**src/design/c2xu_pkg.sv**
```systemverilog
`timescale 1ns / 1ps
package c2xu_pkg;

	// index width of a source or output coordinate
	localparam int DIM_W = 7;
	localparam int SAMPLE_W = 16;
	localparam int PIX_W = 25;
	// tap weights and their products
	localparam int WT_W = 6;
	localparam int WPROD_W = 10;

	localparam logic OP_WRITE = 1'b0;
	localparam logic OP_READ = 1'b1;

	localparam logic REG_IMAGE_WIDTH = 1'b0;
	localparam logic REG_IMAGE_HEIGHT = 1'b1;

	localparam logic [DIM_W-1:0] DIM_RESET = 7'd8;

	localparam logic signed [WT_W-1:0] UNIT_WEIGHT = 6'sd16;
	localparam logic signed [WT_W-1:0] TAP_WEIGHT [4] = '{-6'sd1, 6'sd9, 6'sd9, -6'sd1};

	typedef enum logic [1:0] {
		ST_IDLE,
		ST_ISSUE,
		ST_DRAIN,
		ST_FINISH
	} c2xu_state_t;

	typedef struct packed {
		logic write;
		logic start;
		logic issue;
		logic load;
	} c2xu_cmd_t;

	typedef struct packed {
		logic is_read;
		logic oor;
		logic last_issue;
	} c2xu_sts_t;

endpackage

```
**src/design/c2xu_ctrl.sv**
```systemverilog
`timescale 1ns / 1ps
module c2xu_ctrl
	import c2xu_pkg::*;
(
	input  logic      clk,
	input  logic      arst_n,
	input  logic      in_valid,
	output logic      in_ready,
	output logic      out_valid,
	input  logic      out_ready,
	input  c2xu_sts_t sts,
	output c2xu_cmd_t cmd
);

	c2xu_state_t state_q;
	c2xu_state_t state_d;
	logic out_valid_q;
	logic in_fire;

	assign in_fire = in_valid && in_ready;

	always_comb begin
		state_d = state_q;
		case (state_q)
			ST_IDLE: begin
				if (in_fire && sts.is_read) begin
					state_d = sts.oor ? ST_FINISH : ST_ISSUE;
				end
			end
			ST_ISSUE: begin
				if (sts.last_issue) begin
					state_d = ST_DRAIN;
				end
			end
			ST_DRAIN: begin
				state_d = ST_FINISH;
			end
			ST_FINISH: begin
				if (!out_valid_q || out_ready) begin
					state_d = ST_IDLE;
				end
			end
			default: begin
				state_d = ST_IDLE;
			end
		endcase
	end

	always_comb begin
		in_ready = (state_q == ST_IDLE);
		cmd.write = in_valid && (state_q == ST_IDLE) && !sts.is_read;
		cmd.start = in_valid && (state_q == ST_IDLE) && sts.is_read;
		cmd.issue = (state_q == ST_ISSUE);
		cmd.load = (state_q == ST_FINISH) && (!out_valid_q || out_ready);
	end

	assign out_valid = out_valid_q;

	always_ff @(posedge clk or negedge arst_n) begin
		if (!arst_n) begin
			state_q <= ST_IDLE;
			out_valid_q <= 1'b0;
		end else begin
			state_q <= state_d;
			if (cmd.load) begin
				out_valid_q <= 1'b1;
			end else if (out_ready) begin
				out_valid_q <= 1'b0;
			end
		end
	end

`ifndef SYNTHESIS
	a_drain_then_finish: assert property (@(posedge clk) disable iff (!arst_n)
		state_q == ST_DRAIN |=> state_q == ST_FINISH)
		else $error("drain not followed by finish");
	a_last_issue_drains: assert property (@(posedge clk) disable iff (!arst_n)
		(state_q == ST_ISSUE) && sts.last_issue |=> state_q == ST_DRAIN)
		else $error("last tap issued but no drain");
	a_result_held: assert property (@(posedge clk) disable iff (!arst_n)
		out_valid_q && !out_ready |=> out_valid_q)
		else $error("waiting result dropped");
	a_result_from_finish: assert property (@(posedge clk) disable iff (!arst_n)
		$rose(out_valid_q) |-> $past(state_q == ST_FINISH))
		else $error("result raised outside finish");
`endif

endmodule

```
**config.mk**
```make
export PLATFORM = sky130hd
export DESIGN_NAME = c2xu_ctrl
export DESIGN_NICKNAME = d
export VERILOG_FILES = /design/src/design/c2xu_pkg.sv /design/src/design/c2xu_ctrl.sv
export SDC_FILE = /design/constraint.sdc
export NUM_CORES = 1
export LEC_CHECK = 0
export BUFFER_PORTS_ARGS = -buffer_cell sky130_fd_sc_hd__buf_4
export CAP_MARGIN = 20
export CELL_PAD_IN_SITES_DETAIL_PLACEMENT = 0
export CELL_PAD_IN_SITES_GLOBAL_PLACEMENT = 1
export CORE_AREA = 2 2 39 41
export CTS_BUF_LIST = sky130_fd_sc_hd__clkbuf_4 sky130_fd_sc_hd__clkbuf_8
export DETAILED_ROUTE_END_ITERATION = 8
export DIE_AREA = 0 0 41 43
export GPL_ROUTABILITY_DRIVEN = 0
export PLACE_DENSITY_LB_ADDON = 0.1
export SLEW_MARGIN = 20
export SYNTH_ARGS = -nofsm -noshare
export SYNTH_HDL_FRONTEND = slang
export SYNTH_SLANG_ARGS = --single-unit
```
**constraint.sdc**
```tcl
create_clock -name clk -period 3.6 [get_ports clk]
set_input_delay 0.54 -clock clk [delete_from_list [all_inputs] [get_ports clk]]
set_output_delay 0.54 -clock clk [all_outputs]
set_load 0.1 [all_outputs]
```
; Word-level counts from Yosys, hierarchy flattened
; Cells that the tools add are included.
[totals]
ff_bits = 3
in_bits = 7
out_inout_bits = 6
elab_cells = 25
[classes]
eq_ne = 6
muxes = 7
n_reduce_logical = 10
[op_table]
columns = cell, count
row1 = 2-to-1 mux 2 bit, 4
row2 = one-hot mux 2 bit (4 select lines), 1
row3 = == test 2 bit (second input constant), 2
row4 = logical AND 1 bit, 4
row5 = != test 2 x 1 -> 1 bit (second input constant), 2
row6 = AND reduction 3 bit, 1
row7 = == test 2 x 1 -> 1 bit (second input constant), 1
row8 = logical NOT 1 bit, 2
row9 = logical NOT 2 bit, 1
row10 = 2-to-1 mux 1 bit, 2
row11 = != test 2 bit (second input constant), 1
row12 = nonzero test 2 bit, 1
row13 = logical OR 1 bit, 1

; Logic depth before layout (Yosys ltp)
[logic_depth]
ltp_word = 5
mapped_depth = 5
ltp_nobuf = 5

; Worst setup path after synthesis
; No wires, ideal clock.
[synth_path]
path_type = reg-to-output
start = reg state_q[0]
end = out cmd[2] (netlist bit)
t_arrival_ns = 2.819
required_time_ns = 3.060
slack_ns = 0.241
stages_incl_launch_ff = 5
n_path_buf = 0
cell_sequence = dfrtp_1 -> inv_1 -> ha_1 -> nand2_1 -> nor2_1
[synth_lines]
columns = item, line_no
row1 = start: declaration, c2xu_ctrl.sv:15  ; c2xu_state_t state_q;
row2 = start signal: assignment, c2xu_ctrl.sv:64  ; state_q <= state_d;
row3 = end: declaration, c2xu_ctrl.sv:12  ; output c2xu_cmd_t cmd

==> flow_summary.toml <==
[placed_design]
port_buffers = 12
hpwlAfterDp_um = 428

[clocking]
cts_resized = 0
cts_root_buf = "clkbuf_4"
cts_tree = "yes"
worstSkewPairLatency_ns = 0.23
cts_inserted_buffers = 3
hold_buffers = 0
post_cts_buffers = 0
h-tree-depth = 1
path_clk_slew_ns = 0.04
clock_path_buffers = 2
clock-sinks = 3

[worst_setup_path]
crit_path_start_kind = "register"
cp_max_fo = 5
path_class = "reg2out"
end_kind = "output port"
cp_slowest_stage_delay_ns = 0.39
arrival_ns = 1.49
worst_ep_required_time_ns = 3.06
worst-path-buf-inv = 2
slowest_stage = "dfrtp_1"
cp_cell_sequence = "inv_1 > ha_1 > nand2_1 > nor2_1 > buf_4"
cp_top_family = "buffers and inverters"

[timing]
hold_viol = 0
fin_tns_setup_ns = 0
timing_worst_slew_pin_value_ns = 0.282
fin_crit_ns = 2.03
fin_skew_ns = 0.0000665
timing.hold.ws_ns = 0.0853
rsz0062_at_grt = "false"
setup_violations = 0
slew_headroom = 0.812
drv_slew = 0
max_freq_mhz = 492
period_share = 0.565

[logic_synthesis]
synth_cell_types = 13
synthFlopType = "dfrtp_1"
yosysSeqAreaShare = 0.328
synthTopCellsByArea = "dfrtp_1, ha_1, a22oi_1"
yosys-top-cells-count = "ha_1, dfrtp_1, inv_1, nor2_1"
ys_ff_latch = 3
syn_inst = 24
yosysMostFrequentCell = "ha_1"
async_flop_share = 1.00
synth_edf_count = 0
yosysWarnings = 0
avgSynthCellArea_um2 = 9.54
synth_top_cell_by_area = "dfrtp_1"
mappedNetlistArea_um2 = 229
synth_top_area_frac = 0.328
syn_nets = 35

[grt]
grt_start_max_net_pins = 6
grt_util_all_layers = 0.0755
grt_use_met1 = 0.0744
grt_busiest_layer = "met4"
grt-ovfl-total = 0
grt_pass1_wl_um = 779
use_met2 = 0.0875
grt_pass1_vias = 212
grt_antenna_before_repair = 0
met3_usage = 0.0314

[layout]
nets = 52
final_util = 0.267
area_growth_pct = 61.2
diodes = 0
fill_cells = 156
drive_above_1_share = 0.475

[drt]
routedWlPerCell_um = 9.27
dr_total_vias = 227
wl_um = 519
antenna_left = 0
first_pass_iters = 3
vias_per_cell = 4.05
drc = 0
first_iter_violations = 2

[hold_path]
min_path_type = "in2async"

[die]
io_pins = 13
dieArea_mm2 = 0.00176
coreArea_mm2 = 0.00138
initial_core_util = 0.165
dieHeight_um = 43
die_w_um = 41
core.rowCount = 14

[outcome]
status = "complete, no violations"

[flow_run]
cap_violations = 0
==> kinds of logic (layout without fill, tap and decap cells) <==
kind of cell,count (synthesis),count (layout),synth area share
AND/OR/NAND/NOR,9,9,0.235
buffers and inverters,3,19,0.0492
AO/OA/AOI/OAI,5,5,0.169
adder cells (fa/ha/maj),4,4,0.219
flip-flops,3,3,0.328
==> state kept, by name, indices dropped and copies added, names as in the netlist <==
name / flops
out_valid: 1
state_q: 2
==> worst reg2reg max path: stages, from the launching register on <==
cell and delay, ns:
dfrtp_1 0.39, inv_1 0.11, ha_1 0.25, nand2_1 0.11, o32ai_1 0.28, a22oi_1 0.11
==> per-layer routing <==
metal	wire length (um)	share of wire	up-vias
met1	207	0.40	99
met2	218	0.42	12
met4	31	0.060	0
met5	0	0	-
li1	-	-	112
met3	62	0.12	4
==> path summary, 6_finish.rpt <==
kind / startpoint / end / slack, ns / cells after the start
setup / recovery: state_q[1]$_DFFE_PN0P_ / cmd[2] / 1.57 / 5
hold / removal: arst_n / out_valid$_DFFE_PN0P_ / 0.09 / 1
hold reg to reg: state_q[0]$_DFFE_PN0P_ / state_q[0]$_DFFE_PN0P_ / 0.62 / 2
min in group clk: state_q[0]$_DFFE_PN0P_ / state_q[0]$_DFFE_PN0P_ / 0.62 / 2
setup reg to reg: state_q[1]$_DFFE_PN0P_ / state_q[1]$_DFFE_PN0P_ / 2.21 / 5
max in group asynchronous: arst_n / state_q[1]$_DFFE_PN0P_ / 3.42 / 1
==> stage by stage <==
| step | instances | instance area [um^2] | setup WS [ns] |
|---|---|---|---|
| global route | 56 | 369 | 1.43 |
| global placement | 52 | 339 | 1.81 |
| detailed placement | 52 | 339 | 1.82 |
| floorplan | 24 | 229 | 0.241 |
| finish | 56 | 369 | 1.57 |
| CTS | 56 | 369 | 1.54 |
==> final cells by class <==
class	count	area, um^2	area share
Inverter	3	11.3	0.0305
Timing Repair Buffer	12	90.1	0.244
Tap cell	16	20.0	0.0542
Multi-Input combinational cell	18	143	0.386
Clock buffer	4	30.0	0.0814
Sequential cell	3	75.1	0.203
==> placed cells by master (no fill, tap or decap), types with 2 or more instances in the layout <==
cell,instances
buf_4,12
ha_1,4
clkbuf_4,4
inv_1,3
nor2_1,3
dfrtp_1,3
nand2_1,2
a22oi_1,2
Power is left out: the tool's default activity adds up to more than one toggle a clock period on the data nets, which glitch-free logic cannot reach.
